`src/rtl/fbpa_pkg.sv`:
```
package fbpa_pkg;

  localparam int ADDR_W = 32;
  localparam int BB_W = 16;
  localparam int TOTAL_W = 7;
  localparam int CFG_AW = 4;
  localparam int CFG_DW = 32;
  localparam int DEF_MAX_BLOCKS = 64;
  localparam int DIV_CNT_W = $clog2(ADDR_W);

  // register indexes on the config port
  localparam logic [1:0] REG_POOL_BASE   = 2'd0;
  localparam logic [1:0] REG_BLOCK_BYTES = 2'd1;
  localparam logic [1:0] REG_BLOCK_TOTAL = 2'd2;

  localparam logic [ADDR_W-1:0]  RST_POOL_BASE   = '0;
  localparam logic [BB_W-1:0]    RST_BLOCK_BYTES = BB_W'(1);
  localparam logic [TOTAL_W-1:0] RST_BLOCK_TOTAL = TOTAL_W'(64);

  localparam logic KIND_ALLOC = 1'b0;
  localparam logic KIND_FREE  = 1'b1;

  localparam logic [1:0] STAT_OK    = 2'd0;
  localparam logic [1:0] STAT_EMPTY = 2'd1;
  localparam logic [1:0] STAT_BAD   = 2'd2;

  typedef struct packed {
    logic              done;
    logic              rem_zero;
    logic [ADDR_W-1:0] quo;
  } div_res_t;

endpackage

```
`src/rtl/fbpa_busy_mem.sv`:
```
module fbpa_busy_mem #(
  parameter int DEPTH = 64,
  localparam int AW = $clog2(DEPTH)
) (
  input  logic          clk,
  input  logic          we,
  input  logic [AW-1:0] waddr,
  input  logic          wdata,
  input  logic [AW-1:0] raddr,
  output logic          rdata
);

  logic mem_r [DEPTH];
  logic rdata_r;

  always_ff @(posedge clk) begin
    if (we) begin
      mem_r[waddr] <= wdata;
    end
  end

  always_ff @(posedge clk) begin
    rdata_r <= mem_r[raddr];
  end

  assign rdata = rdata_r;

endmodule

```
`src/rtl/fbpa_div.sv`:
```
module fbpa_div (
  input  logic                     clk,
  input  logic                     rst_n,
  input  logic                     start,
  input  logic [fbpa_pkg::ADDR_W-1:0] dividend,
  input  logic [fbpa_pkg::BB_W-1:0]   divisor,
  output fbpa_pkg::div_res_t          res
);
  import fbpa_pkg::*;

  logic                 busy_r;
  logic                 done_r;
  logic [DIV_CNT_W-1:0] cnt_r;
  logic [BB_W-1:0]      rem_r;
  logic [ADDR_W-1:0]    dq_r;

  logic [BB_W:0]   sh;
  logic [BB_W-1:0] rem_nxt;
  logic            qbit;

  // restoring divide, one quotient bit per cycle
  always_comb begin
    sh = {rem_r, dq_r[ADDR_W-1]};
    if (sh >= {1'b0, divisor}) begin
      qbit = 1'b1;
      rem_nxt = BB_W'(sh - {1'b0, divisor});
    end else begin
      qbit = 1'b0;
      rem_nxt = sh[BB_W-1:0];
    end
  end

  always_ff @(posedge clk) begin
    if (!rst_n) begin
      busy_r <= 1'b0;
      done_r <= 1'b0;
    end else begin
      done_r <= 1'b0;
      if (start) begin
        busy_r <= 1'b1;
        cnt_r <= '0;
        rem_r <= '0;
        dq_r <= dividend;
      end else if (busy_r) begin
        rem_r <= rem_nxt;
        dq_r <= {dq_r[ADDR_W-2:0], qbit};
        cnt_r <= cnt_r + DIV_CNT_W'(1);
        if (cnt_r == DIV_CNT_W'(ADDR_W - 1)) begin
          busy_r <= 1'b0;
          done_r <= 1'b1;
        end
      end
    end
  end

  assign res.done = done_r;
  assign res.rem_zero = (rem_r == '0);
  assign res.quo = dq_r;

endmodule

```
`src/rtl/fixed_block_pool_allocator.sv`:
```
// Fixed-size block pool with next-fit allocation. One busy bit per block sits in a
// small memory; after reset a clearing pass over all MAX_BLOCKS busy bits runs before
// the first request is taken (register writes are taken throughout). An allocate walks
// the busy bits from the next-fit pointer one block per cycle and looks at up to the
// live block count of blocks. A free divides the offset from pool_base by block_bytes
// with a bit-serial divider of 32 steps. One request is in flight at a time and
// in_stall stays high while it runs; a finished result sits in the output register
// while the next request is taken. Frees of unaligned or out-of-range addresses, or
// with block_bytes or block_total zero, report bad address and change nothing.
module fixed_block_pool_allocator #(
  parameter int MAX_BLOCKS = fbpa_pkg::DEF_MAX_BLOCKS
) (
  input  logic                          clk,
  input  logic                          rst_n,
  input  logic                          in_valid,
  output logic                          in_stall,
  input  logic                          in_kind,
  input  logic [fbpa_pkg::ADDR_W-1:0]   in_release_address,
  output logic                          out_valid,
  input  logic                          out_stall,
  output logic [1:0]                    out_status,
  output logic [fbpa_pkg::ADDR_W-1:0]   out_granted_address,
  input  logic                          psel,
  input  logic                          penable,
  input  logic                          pwrite,
  input  logic [fbpa_pkg::CFG_AW-1:0]   paddr,
  input  logic [fbpa_pkg::CFG_DW-1:0]   pwdata,
  output logic [fbpa_pkg::CFG_DW-1:0]   prdata,
  output logic                          pready
);
  import fbpa_pkg::*;

  localparam int IDX_W = $clog2(MAX_BLOCKS);
  localparam int CNT_W = $clog2(MAX_BLOCKS + 1);
  localparam int PROD_W = BB_W + IDX_W;

  typedef enum logic [2:0] {S_CLEAR, S_IDLE, S_SCAN, S_ADDR, S_DIV, S_PUSH} state_t;

  state_t             state_r;
  logic [ADDR_W-1:0]  pool_base_r;
  logic [BB_W-1:0]    block_bytes_r;
  logic [TOTAL_W-1:0] block_total_r;
  logic [IDX_W-1:0]   clr_r;
  logic [IDX_W-1:0]   nf_r;
  logic [IDX_W-1:0]   chk_r;
  logic [IDX_W-1:0]   ahead_r;
  logic [CNT_W-1:0]   steps_r;
  logic [PROD_W-1:0]  prod_r;
  logic [1:0]         res_status_r;
  logic [ADDR_W-1:0]  res_addr_r;
  logic               out_valid_r;
  logic [1:0]         out_status_r;
  logic [ADDR_W-1:0]  out_addr_r;

  logic [CNT_W-1:0]   cnt;
  logic [IDX_W-1:0]   ptr0;
  logic               cfg_wr;
  logic [1:0]         cfg_idx;
  logic               mem_we;
  logic [IDX_W-1:0]   mem_waddr;
  logic               mem_wdata;
  logic [IDX_W-1:0]   mem_raddr;
  logic               mem_rdata;
  logic               div_start;
  logic               div_ok;
  div_res_t           div_res;

  function automatic logic [IDX_W-1:0] wrap_inc(input logic [IDX_W-1:0] x,
                                                 input logic [CNT_W-1:0] n);
    logic [CNT_W-1:0] s;
    s = CNT_W'(x) + CNT_W'(1);
    if (s == n) return '0;
    return IDX_W'(s);
  endfunction

  assign cfg_wr = psel && penable && pwrite;
  assign cfg_idx = paddr[CFG_AW-1:2];
  assign pready = 1'b1;

  always_comb begin
    case (cfg_idx)
      REG_POOL_BASE:   prdata = CFG_DW'(pool_base_r);
      REG_BLOCK_BYTES: prdata = CFG_DW'(block_bytes_r);
      REG_BLOCK_TOTAL: prdata = CFG_DW'(block_total_r);
      default:         prdata = '0;
    endcase
  end

  // live block count, saturated to the built depth
  always_comb begin
    if (32'(block_total_r) > 32'(MAX_BLOCKS)) cnt = CNT_W'(MAX_BLOCKS);
    else cnt = CNT_W'(block_total_r);
  end

  assign ptr0 = (CNT_W'(nf_r) >= cnt) ? '0 : nf_r;

  assign div_start = (state_r == S_IDLE) && in_valid && (in_kind == KIND_FREE) &&
                     (cnt != '0) && (block_bytes_r != '0);
  assign div_ok = div_res.rem_zero && (div_res.quo < ADDR_W'(cnt));

  fbpa_div u_div (
    .clk      (clk),
    .rst_n    (rst_n),
    .start    (div_start),
    .dividend (in_release_address - pool_base_r),
    .divisor  (block_bytes_r),
    .res      (div_res)
  );

  always_comb begin
    mem_we = 1'b0;
    mem_waddr = chk_r;
    mem_wdata = 1'b0;
    mem_raddr = ahead_r;
    case (state_r)
      S_CLEAR: begin
        mem_we = 1'b1;
        mem_waddr = clr_r;
      end
      S_IDLE: begin
        mem_raddr = ptr0;
      end
      S_SCAN: begin
        if (!mem_rdata) begin
          mem_we = 1'b1;
          mem_wdata = 1'b1;
        end
      end
      S_DIV: begin
        mem_we = div_res.done && div_ok;
        mem_waddr = div_res.quo[IDX_W-1:0];
      end
      default: begin
        mem_we = 1'b0;
      end
    endcase
  end

  fbpa_busy_mem #(.DEPTH(MAX_BLOCKS)) u_mem (
    .clk   (clk),
    .we    (mem_we),
    .waddr (mem_waddr),
    .wdata (mem_wdata),
    .raddr (mem_raddr),
    .rdata (mem_rdata)
  );

  always_ff @(posedge clk) begin
    if (!rst_n) begin
      state_r <= S_CLEAR;
      clr_r <= '0;
      nf_r <= '0;
      out_valid_r <= 1'b0;
      pool_base_r <= RST_POOL_BASE;
      block_bytes_r <= RST_BLOCK_BYTES;
      block_total_r <= RST_BLOCK_TOTAL;
    end else begin
      if (cfg_wr) begin
        case (cfg_idx)
          REG_POOL_BASE:   pool_base_r <= pwdata[ADDR_W-1:0];
          REG_BLOCK_BYTES: block_bytes_r <= pwdata[BB_W-1:0];
          REG_BLOCK_TOTAL: block_total_r <= pwdata[TOTAL_W-1:0];
          default: ;
        endcase
      end

      // the push state reloads the beat itself
      if (out_valid_r && !out_stall && (state_r != S_PUSH)) out_valid_r <= 1'b0;

      case (state_r)
        S_CLEAR: begin
          clr_r <= clr_r + IDX_W'(1);
          if (clr_r == IDX_W'(MAX_BLOCKS - 1)) state_r <= S_IDLE;
        end
        S_IDLE: begin
          if (in_valid) begin
            if (in_kind == KIND_ALLOC) begin
              if (cnt == '0) begin
                res_status_r <= STAT_EMPTY;
                res_addr_r <= '0;
                state_r <= S_PUSH;
              end else begin
                chk_r <= ptr0;
                ahead_r <= wrap_inc(ptr0, cnt);
                steps_r <= '0;
                state_r <= S_SCAN;
              end
            end else if (div_start) begin
              state_r <= S_DIV;
            end else begin
              res_status_r <= STAT_BAD;
              res_addr_r <= '0;
              state_r <= S_PUSH;
            end
          end
        end
        S_SCAN: begin
          // read data of chk_r is here; the read of ahead_r is already issued
          if (!mem_rdata) begin
            nf_r <= chk_r;
            prod_r <= {{BB_W{1'b0}}, chk_r} * {{IDX_W{1'b0}}, block_bytes_r};
            state_r <= S_ADDR;
          end else if ((steps_r + CNT_W'(1)) == cnt) begin
            nf_r <= wrap_inc(chk_r, cnt);
            res_status_r <= STAT_EMPTY;
            res_addr_r <= '0;
            state_r <= S_PUSH;
          end else begin
            chk_r <= ahead_r;
            ahead_r <= wrap_inc(ahead_r, cnt);
            steps_r <= steps_r + CNT_W'(1);
          end
        end
        S_ADDR: begin
          res_status_r <= STAT_OK;
          res_addr_r <= pool_base_r + ADDR_W'(prod_r);
          state_r <= S_PUSH;
        end
        S_DIV: begin
          if (div_res.done) begin
            res_status_r <= div_ok ? STAT_OK : STAT_BAD;
            res_addr_r <= '0;
            state_r <= S_PUSH;
          end
        end
        S_PUSH: begin
          if (!out_valid_r || !out_stall) begin
            out_valid_r <= 1'b1;
            out_status_r <= res_status_r;
            out_addr_r <= res_addr_r;
            state_r <= S_IDLE;
          end else begin
            out_valid_r <= 1'b1;
          end
        end
        default: state_r <= S_IDLE;
      endcase
    end
  end

  assign in_stall = (state_r != S_IDLE);
  assign out_valid = out_valid_r;
  assign out_status = out_status_r;
  assign out_granted_address = out_addr_r;

endmodule

```
`config.mk`:
```
export PLATFORM = sky130hd
export DESIGN_NAME = fixed_block_pool_allocator
export DESIGN_NICKNAME = d
export VERILOG_FILES = /design/src/rtl/fbpa_pkg.sv /design/src/rtl/fbpa_busy_mem.sv /design/src/rtl/fbpa_div.sv /design/src/rtl/fixed_block_pool_allocator.sv
export SDC_FILE = /design/constraint.sdc
export NUM_CORES = 1
export LEC_CHECK = 0
export BUFFER_PORTS_ARGS = -buffer_cell sky130_fd_sc_hd__buf_2
export CAP_MARGIN = 20
export CELL_PAD_IN_SITES_DETAIL_PLACEMENT = 1
export CELL_PAD_IN_SITES_GLOBAL_PLACEMENT = 2
export CORE_ASPECT_RATIO = 0.5
export CORE_MARGIN = 3
export CORE_UTILIZATION = 43
export CTS_BUF_LIST = sky130_fd_sc_hd__clkbuf_2
export DETAILED_ROUTE_END_ITERATION = 7
export HOLD_SLACK_MARGIN = 0.08
export PLACE_DENSITY = 0.93
export REMOVE_ABC_BUFFERS = 1
export SETUP_SLACK_MARGIN = 0.2
export SLEW_MARGIN = 10
export SYNTH_ARGS = -nofsm -noshare
export SYNTH_HDL_FRONTEND = slang
export SYNTH_SLANG_ARGS = --single-unit
```
`constraint.sdc`:
```
create_clock -name clk -period 8.75 [get_ports clk]
set_input_delay 2.625 -clock clk [delete_from_list [all_inputs] [get_ports clk]]
set_output_delay 2.625 -clock clk [all_outputs]
set_load 0.05 [all_outputs]
```
==> run metrics, run 1 <==
final-report hold violation count=0; register bit total from synthesis=300; clock root buffer master=clkbuf_2; kind of critical path=input pin to output pin; global-route wire length before repair=around 94,000 um; Critical Path RT=a little over 6 ns; die width=roughly 310 um; Syn Area/Cell=~9.5 um2; Cell Area, Synth=20,000 um2; clock-pin slew on the worst setup and hold paths=0.11 ns; CP Launch Type=input pin; WL met3=between 2000 and 3000 um; most frequent standard cell in the layout excluding fill and tap cells=nand2_1; count of cell types in the netlist=90; setup violators final=0; Routed WL=60,300 um; final worst slack=about 1.9 ns; Pins Over Slew Limit=0; Post-Route M1 WL=between 20,000 and 30,000 um; largest net degree at the start of global routing=69; cell leakage power=between 8 and 9 nW; Starting Density=0.440; Synth Flop Type=edfxtp_1; Placed Cells=about 2,800; outcome=completed; Tcrit/Tclk final=0.786; Worst Hold Class=register to register; Worst EP arrival=between 4 and 5 ns; Clk Latency, worst-skew pair=a little under 1 ns; hold_buf cts=0; Port Buffers=141; Place WS=roughly 1.9 ns; Num CTS Buffers=74; FF-to-FF path depth=17; htree depth=3; top layer reached by signal wires=met4; total grt overflow=0; Multi-input gate area=approximately 11,000 um2; core area=~46,000 um2; EDFF count, synth=roughly 230; DP HPWL=44,600 um; RSZ-0062 raised after global routing=no; gpl congestion=roughly 0.87; sequential-to-total area share from yosys stat=0.413; min Tclk post-route=6.88 ns; Syn-to-layout area delta=9.80%; Die Ht=~160 um; clk buf depth=3; hold depth=0; most frequent cells in the layout=292 x nand2_1, 226 x edfxtp_1, 210 x nor2_1, 145 x a21oi_1, 143 x inv_1; drt wl/cell=slightly above 20 um; Finished Core Util=0.483; Avg Vias per Cell=around 5.6; overall power=a little under 4 mW; sequential cell area=between 8000 and 9000 um2; drt pass-1 iters=5; clk_skew=about 0.10 ns; Ports=145; Max Cap Viol=0; Sink Count=300; setup TNS=0 ns; postcts setup bufs=0; FP Rows=55; post-route cell area=between 20,000 and 25,000 um2; fin cells=2,945; Synth Warn #=0; WL met2=29,400 um; initial antenna violation count=4; vias post-DR=about 16,000; fmax=between 100 and 150 MHz; CP endpoint kind=output pin; relative slew slack=0.177; die area=~49,000 um2; post-CTS resize count=0; Max FO, Critical Path=38; Fill cells=between 5,000 and 6,000; pwr dens=177 nW/um2; hold_ws=0.423 ns; antenna-violating nets left=0; asr flop ratio synth=0; GRT Resource Usage Total=0.243; 1st-iter DRT viols=between 1,000 and 1,500; share of layout cells above drive strength 1=0.145; TritonCTS clock tree=yes; Layout Nets=approximately 2,500; Mapped Cells=2,116; placed cell area=21,300 um2; Residual DRC=0; vias in the first global route=roughly 17,000; maximum vdd drop=0.110 mV; Worst Max-Slew Pin Slew=1.22 ns
## worst paths after layout
check                start                      to  slack (ns)
max               paddr[3]               prdata[1]        1.87
min          res_addr_r[9]  out_granted_address[9]        0.42
max reg2reg       chk_r[3]              prod_r[21]        3.12
min reg2reg  res_addr_r[9]  out_granted_address[9]        0.42
## power breakdown
part	internal, mW	leakage [nW]	switching (mW)
combinational	0.362	5.34	0.792
clock	0.349	0.528	0.626
sequential	1.67	2.67	0.0913
## layer usage
layer / track usage / vias to the layer above
met5: 0 / -
met4: 0.0881 / 0
met3: 0.0394 / 134
met2: 0.428 / 390
met1: 0.306 / 8065
li1: - / 7783
## cells in the mapped netlist (8+ instances only)
master / number / area, um2
nand2b_1: 20 / 125
nor2b_1: 14 / 87.6
nand3_1: 61 / 305
nand4_4: 8 / 170
nor4_1: 21 / 131
inv_1: 143 / 537
o21ai_0: 69 / 345
and3_1: 14 / 87.6
o21a_1: 19 / 143
a211oi_1: 14 / 105
a31oi_1: 9 / 56.3
ha_1: 118 / 1480
edfxtp_1: 226 / 6790
nand2_1: 292 / 1100
nor2_1: 213 / 800
buf_2: 20 / 100
o21ai_1: 18 / 90.1
mux2i_1: 45 / 450
and2_1: 36 / 225
nand4_1: 14 / 87.6
clkbuf_1: 62 / 233
a21oi_1: 146 / 731
dfxtp_1: 74 / 1480
fa_1: 60 / 1200
nor3_1: 51 / 255
o22ai_1: 8 / 50.1
xnor2_1: 64 / 561
or3_1: 19 / 119
o31ai_1: 24 / 180
nor3b_1: 13 / 97.6
a21o_1: 35 / 263
xor2_1: 49 / 429
a221oi_1: 15 / 131
## logic make-up after synthesis
group | Yosys count | synth area share
AO/OA/AOI/OAI | 434 | 0.141
XOR/XNOR | 113 | 0.0494
adder cells (fa/ha/maj) | 178 | 0.134
buffers and inverters | 244 | 0.0495
flip-flops | 300 | 0.413
multiplexers | 48 | 0.0242
other | 1 | 0.000187
AND/OR/NAND/NOR | 798 | 0.189
## state kept, by name (all words and copies together), names as in the netlist, 6 cells and up
register	count
u_mem.mem_r	64
out_granted_address	32
pool_base_r	32
res_addr_r	32
u_div.dq_r	32
prod_r	22
block_bytes_r	16
u_div.rem_r	16
block_total_r	7
steps_r	7
ahead_r	6
chk_r	6
clr_r	6
nf_r	6
## cell type report
type	count	area share
Multi-Input combinational cell	1572	0.493
Sequential cell	300	0.376
Timing Repair Buffer	160	0.0395
Tap cell	627	0.0357
Clock buffer	116	0.0264
Inverter	150	0.0257
Clock inverter	17	0.00324
Antenna cell	3	0.000341
## critical path, cell delays in order
cell and delay [ns]:
buf_2 0.61, nor2b_1 0.48, nand2_1 0.09, o21ai_0 0.12, buf_2 0.32
No activity file was read; power rests on OpenSTA's default activity.
==> run 2: changes to the inputs <==
--- a/config.mk
+++ b/config.mk
@@ -11,11 +11,11 @@
 export CELL_PAD_IN_SITES_GLOBAL_PLACEMENT = 2
 export CORE_ASPECT_RATIO = 0.5
 export CORE_MARGIN = 3
-export CORE_UTILIZATION = 43
+export CORE_UTILIZATION = 36
 export CTS_BUF_LIST = sky130_fd_sc_hd__clkbuf_2
 export DETAILED_ROUTE_END_ITERATION = 7
 export HOLD_SLACK_MARGIN = 0.08
-export PLACE_DENSITY = 0.93
+export PLACE_DENSITY = 0.83
 export REMOVE_ABC_BUFFERS = 1
 export SETUP_SLACK_MARGIN = 0.2
 export SLEW_MARGIN = 10
==> constraint.sdc (replaced) <==
create_clock -name clk -period 6.3 [get_ports clk]
set_input_delay 1.89 -clock clk [delete_from_list [all_inputs] [get_ports clk]]
set_output_delay 1.89 -clock clk [all_outputs]
set_load 0.05 [all_outputs]
==> run 2 against run 1 <==
  * Routed wire length is 3.2% higher
  * Sequential share of layout area is 0.50 points lower
  * Clock power is 48% higher
  * Critical path type unchanged
  * Highest routed layer unchanged
==> run metrics, run 2 (same netlist as run 1, synthesis figures left out) <==
relative slew slack=0.330 (+0.153); outcome=completed; Worst Max-Slew Pin Slew=1.00 ns (-0.218 ns); max reg flops=64 (unchanged); antenna-violating nets left=0 (unchanged); DP HPWL=46,000 um (+3.1%); Avg Vias per Cell=5.31 (-4.6%); 1st-iter DRT viols=933 (-12%); min Tclk post-route=approximately 5.2 ns; Syn-to-layout area delta=11.3%; Tcrit/Tclk final=0.826; die width=340 um (+9.1%); RSZ-0062 raised after global routing=no; largest net degree at the start of global routing=70 (+1.4%); vias in the first global route=16,860 (-0.76%); Residual DRC=0 (unchanged); initial antenna violation count=4 (unchanged); cell internal pwr=3.38 mW (+42%); Num CTS Buffers=78 (+5.4%); Starting Density=0.368 (-0.0711); GRT Resource Usage Total=0.208 (-0.0353); clk buf depth=3 (unchanged); Sink Count=300 (unchanged); Routed WL=62,200 um (+3.2%); drt wl/cell=20.2 um (-1.4%); post-CTS resize count=0 (unchanged); kind of critical path=input pin to output pin; Fill cells=6,402 (+20%); Clock power frac=0.261 (+0.011); register share of total power=0.444 (-0.009); Layout Nets=2,527 (+0.60%); hold_buf cts=0 (unchanged); delay of the slowest cell on the worst path=0.53 ns (-0.08 ns); Max FO, Critical Path=19 (-50%); switching part of the total power=0.389 (+0.00161); maximum vdd drop=0.129 mV (+18%); drt pass-1 iters=5 (unchanged); final-report hold violation count=0 (unchanged); reg2reg start=chk_r[5]; total grt overflow=0 (unchanged); Critical Path Most Common Cell=buf_2; TritonCTS clock tree=yes; crit-path cells=buf_2, nor2b_1, nand2_1, o21ai_0, buf_2; clock root buffer master=clkbuf_2; Worst EP arrival=3.32 ns (-0.93 ns); htree depth=3 (unchanged); Worst Hold Class=register to register; Port Buffers=141 (unchanged); setup TNS=0 ns (unchanged); FP Rows=60 (+9.1%); core area=54,400 um2 (+19%); final worst slack=1.09 ns (-0.781 ns); global-route wire length before repair=96,300 um (+2.3%); vias post-DR=16,347 (-0.15%); Critical Path Source=paddr[2]; gpl congestion=0.853 (-1.8%); switching pwr=2.15 mW (+43%); Placed Cells=2,935 (+4.6%); hold path start=res_addr_r[10]; most frequent cells in the layout=292 x nand2_1, 226 x edfxtp_1, 210 x nor2_1, 145 x a21oi_1, 143 x inv_1; CP Launch Type=input pin; CP endpoint kind=output pin; Top reg by flops=u_mem.mem_r; Ports=145 (unchanged); slowest cell on the critical path=nor2b_1; clock-pin slew on the worst setup and hold paths=0.11 ns (about the same); Critical Path RT=4.41 ns (-1.71 ns); Logic pwr share=0.295 (-0.002); cell leakage power=8.62 nW (+0.99%); fmax=between 150 and 200 MHz; Max Cap Viol=0 (unchanged); pwr dens=248 nW/um2 (+40%); fin cells=3,081 (+4.6%); postcts setup bufs=0 (unchanged); Clk Latency, worst-skew pair=1.00 ns (+0.02 ns); Place WS=1.11 ns (-0.779 ns); Die Ht=173 um (+8.9%); setup violators final=0 (unchanged); most frequent standard cell in the layout excluding fill and tap cells=nand2_1; die area=58,700 um2 (+19%); share of layout cells above drive strength 1=0.149 (+0.00353); Pins Over Slew Limit=0 (unchanged); clk_skew=0.0603 ns (-0.0436 ns)
==> run 2: cell count changes in the layout (fill, tap and decap cells not counted), sizes merged <==
cell,before,now
clkinv,18,21
buf,160,171
bufinv,0,1
clkbuf,116,118
inv,149,150
clkinvlp,0,1
==> run 2: critical path, delay by kind of cell <==
kind / cells / cell delay, ns
AOI/OAI and AO/OA: 1 / 0.14
buffers and inverters: 2 / 0.63
and+or+nand+nor: 2 / 0.63
==> run 2: layer usage <==
layer  track usage  vias up  wire, um
met5             0        -         0
met4        0.0635        0      1600
met3        0.0329      103      2280
met2         0.352      288     30000
met1         0.274     8131     28300
li1              -     7825         -
==> run 2: worst paths after layout <==
check,end,slack (ns),cells after the start
hold / removal,out_granted_address[10],0.42,0
setup / recovery,prdata[0],1.09,5
setup reg to reg,prod_r[21],1.15,18
hold reg to reg,out_granted_address[10],0.42,0
==> run 2: power groups by stage <==
stage          Combinational [mW]  Clock (mW)  Sequential [mW]
2_1_floorplan                1.10           0             2.47
3_3_place_gp                 1.57           0             2.49
3_5_place_dp                 1.63           0             2.50
4_1_cts                      1.64        1.50             2.45
5_1_grt                      1.79        1.59             2.47
6_report                     1.63        1.44             2.45
==> run 2: final cells by class <==
cell class,instances,area (um2),area share
clock inverter,23,119,0.00533
antenna,3,7.51,0.000337
sequential,300,8270,0.371
clock buffer,118,591,0.0265
tap,744,931,0.0418
timing repair buffer,171,972,0.0436
multi-input combinational,1572,10800,0.486
inverter,150,566,0.0254
==> run 2: metrics by stage <==
step	hold WS (ns)	total power [mW]	util	cell area, um2
2_1_floorplan	0.400	3.57	-	19600
3_3_place_gp	0.402	4.06	0.395	21500
3_5_place_dp	0.405	4.13	0.396	21500
4_1_cts	0.410	5.59	0.409	22200
5_1_grt	0.421	5.86	0.410	22300
6_report	0.416	5.53	0.410	22300
==> run 3: changes to the inputs <==
--- a/config.mk
+++ b/config.mk
@@ -5,13 +5,14 @@
 export SDC_FILE = /design/constraint.sdc
 export NUM_CORES = 1
 export LEC_CHECK = 0
+export ABC_AREA = 1
 export BUFFER_PORTS_ARGS = -buffer_cell sky130_fd_sc_hd__buf_2
 export CAP_MARGIN = 20
 export CELL_PAD_IN_SITES_DETAIL_PLACEMENT = 1
 export CELL_PAD_IN_SITES_GLOBAL_PLACEMENT = 2
 export CORE_ASPECT_RATIO = 0.5
 export CORE_MARGIN = 3
-export CORE_UTILIZATION = 36
+export CORE_UTILIZATION = 34
 export CTS_BUF_LIST = sky130_fd_sc_hd__clkbuf_2
 export DETAILED_ROUTE_END_ITERATION = 7
 export HOLD_SLACK_MARGIN = 0.08
==> constraint.sdc (replaced) <==
create_clock -name clk -period 4.55 [get_ports clk]
set_input_delay 1.365 -clock clk [delete_from_list [all_inputs] [get_ports clk]]
set_output_delay 1.365 -clock clk [all_outputs]
set_load 0.05 [all_outputs]
==> run 3 against run 2 <==
  * Die area increased by 6.6%
  * Design area grew 3.3%
  * First-iteration DRC count rose by 1.8%
  * Utilization is 1.3 points lower
  * Routed wire length up 7.3%
  * Flip-flop and latch count is the same
  * Worst hold slack lost 0.0030 ns
  * Power rose by 2.1%
  * Cell count is 15% higher
  * Combinational power fell by 69%
  * Sequential power up 20%
  * Critical path type is now register to register
  * Clock skew grew 0.028 ns
==> run metrics, run 3 <==
vias post-DR=17,811 (+9.0%); Critical Path Most Common Cell=inv_1; 1st-iter DRT viols=950 (+1.8%); CP Launch Type=register; fmax=between 200 and 250 MHz; Sink Count=300 (unchanged); drt pass-1 iters=5 (unchanged); Residual DRC=0 (unchanged); Cell Area, Synth=20,200 um2 (+0.86%); final-report hold violation count=0 (unchanged); Mapped Cells=2,485 (+17%); most frequent standard cell in the layout excluding fill and tap cells=nand2_1; asr flop ratio synth=0 (unchanged); FP Rows=62 (+3.3%); Die Ht=178 um (+3.2%); relative slew slack=0.449 (+0.119); DP HPWL=50,900 um (+11%); Syn Area/Cell=8.13 um2 (-14%); Routed WL=66,700 um (+7.3%); top cell type's share of synthesized area=0.336 (-0.00290); Max FO, Critical Path=8 (-11); slowest cell on the critical path=fa_1; pwr dens=245 nW/um2 (-1.1%); CP endpoint kind=register; most frequent cells in the layout=494 x nand2_1, 389 x inv_1, 240 x nor2_1, 226 x edfxtp_1, 183 x a21oi_1; max reg flops=64 (unchanged); Starting Density=0.348 (-0.0203); setup violators final=0 (unchanged); global-route wire length before repair=104,000 um (+7.7%); register bit total from synthesis=300 (unchanged); Clk Latency, worst-skew pair=1.05 ns (+0.05 ns); Num CTS Buffers=79 (+1.3%); delay of the slowest cell on the worst path=0.52 ns (about the same); outcome=completed; largest net degree at the start of global routing=65 (-7.1%); Tcrit/Tclk final=0.902; min Tclk post-route=~4 ns; TritonCTS clock tree=yes; kind of critical path=register to register; EDFF count, synth=226 (unchanged); drt wl/cell=18.9 um (-6.4%); htree depth=3 (unchanged); maximum vdd drop=0.118 mV (-9.1%); Port Buffers=141 (unchanged); post-route cell area=23,000 um2 (+3.3%); area leader, netlist=edfxtp_1; Buf+Inv Stages, Crit Path=6 (+4); share of layout cells above drive strength 1=0.143 (-0.00602); Pins Over Slew Limit=0 (unchanged); Worst EP arrival=4.87 ns (+1.55 ns); GRT Resource Usage Total=0.215 (+0.00692); die width=351 um (+3.3%); clk buf depth=3 (unchanged); gpl congestion=0.846 (-0.83%); Critical Path RT=5.31 ns (+0.90 ns); vias in the first global route=18,509 (+9.8%); Max Cap Viol=0 (unchanged); antenna-violating nets left=0 (unchanged); clk_skew=0.0881 ns (+0.0278 ns); hold_ws=0.413 ns (-0.00298 ns); sequential-to-total area share from yosys stat=0.409 (-0.00353); Top reg by flops=u_mem.mem_r; total grt overflow=0 (unchanged); Synth Flop Type=edfxtp_1; setup slack, reg-to-reg=0.44 ns (-0.71 ns); setup TNS=0 ns (unchanged); count of cell types in the netlist=53 (-41%); die area=62,500 um2 (+6.6%); RSZ-0062 raised after global routing=no; top cells by count, synth=495 x nand2_1, 389 x inv_1, 242 x nor2_1; core area=58,000 um2 (+6.8%); Worst Hold Class=register to register; Syn-to-layout area delta=13.9%; initial antenna violation count=6 (+2); Worst Max-Slew Pin Slew=0.826 ns (-0.179 ns); Avg Vias per Cell=5.04 (-5.0%); crit-path cells=buf_4, buf_4, nand2_1, inv_1, fa_1, inv_1, fa_1, inv_1, fa_1, ha_2, nand2_1, inv_1, nand4_1, o211ai_1, a21oi_2, o21ai_2, a21oi_1, xor2_1; Synth Warn #=0 (unchanged); hold_buf cts=0 (unchanged); Finished Core Util=0.396 (-0.0135); Worst path top cell family by delay=adder cells; cell leakage power=10.3 nW (+19%); clock root buffer master=clkbuf_2; count leader, synth=nand2_1; placed cell area=22,000 um2 (+2.2%); Ports=145 (unchanged); clock-pin slew on the worst setup and hold paths=0.11 ns (about the same); overall power=5.64 mW (+2.1%); synth top area cells=edfxtp_1 34%, nand2_1 9.2%, dfxtp_1 7.3%; Layout Nets=2,950 (+17%)
-- run 3: changes by cell type after synthesis, moves of 21 or more --
| cell | change |
|---|---|
| mux2i_1 | -45 |
| a21oi_1 | +40 |
| nand3_1 | +69 |
| xnor2_1 | -48 |
| and2_1 | -36 |
| nor2_1 | +29 |
| o21ai_0 | +112 |
| a21o_1 | -30 |
| o31ai_1 | -21 |
| nand2_1 | +203 |
| inv_1 | +246 |
| nor3_1 | -27 |
-- run 3: where the power goes --
group          switching [mW]  leakage, nW  total, mW  internal [mW]
clock network            1.30        0.602       2.19          0.888
registers              0.0196         2.67       2.94           2.92
logic                   0.338         7.00      0.513          0.175
-- run 3: area by class of cell --
cell class / instances / area (um2)
diodes: 3 / 7.51
clock buffers: 121 / 606
clock inverters: 26 / 198
fillers: 7121 / 35000
inverters: 401 / 1510
multi-input cells: 1707 / 10200
flip-flops and latches: 300 / 8270
well taps: 768 / 961
repair buffers: 207 / 1280
-- run 3: final timing paths --
kind             startpoint                       to  cells after the start
min          res_addr_r[26]  out_granted_address[26]                      0
max                chk_r[2]               prod_r[19]                     18
max reg2reg        chk_r[2]               prod_r[19]                     18
min reg2reg  res_addr_r[26]  out_granted_address[26]                      0
-- run 3: kinds of logic after synthesis --
logic type,share of synthesized area
xor+xnor,0.0312
buf+inv,0.0905
simple gates,0.206
other cells,0.000186
fa+ha+maj,0.133
flops,0.409
compound gates,0.130
-- run 3: layer usage --
metal	track usage	wire length, um
met2	0.361	31500
met4	0.0648	1550
met5	0	28
met1	0.283	30500
met3	0.0388	3110
-- run 3: stage by stage --
step | std cells | setup WS [ns]
floorplan | 2408 | -2.45
global placement | 3370 | 0.143
detailed placement | 3370 | 0.0976
CTS | 3523 | 0.247
global route | 3533 | 0.205
finish | 3533 | 0.444
-- run 3: worst reg2reg max path: stages, from the launching register on --
cell and delay (ns):
edfxtp_1 0.44, buf_4 0.18, buf_4 0.17, nand2_1 0.08
inv_1 0.06, fa_1 0.52, inv_1 0.05, fa_1 0.47
inv_1 0.06, fa_1 0.48, ha_2 0.38, nand2_1 0.09
inv_1 0.08, nand4_1 0.10, o211ai_1 0.15, a21oi_2 0.08
o21ai_2 0.19, a21oi_1 0.10, xor2_1 0.16
-- run 3: repair_timing --
action,4_1_cts,5_1_grt
pin swaps,0,3
buffers inserted,6,6
setup endpoints to repair,6,7
resized for setup,1,15
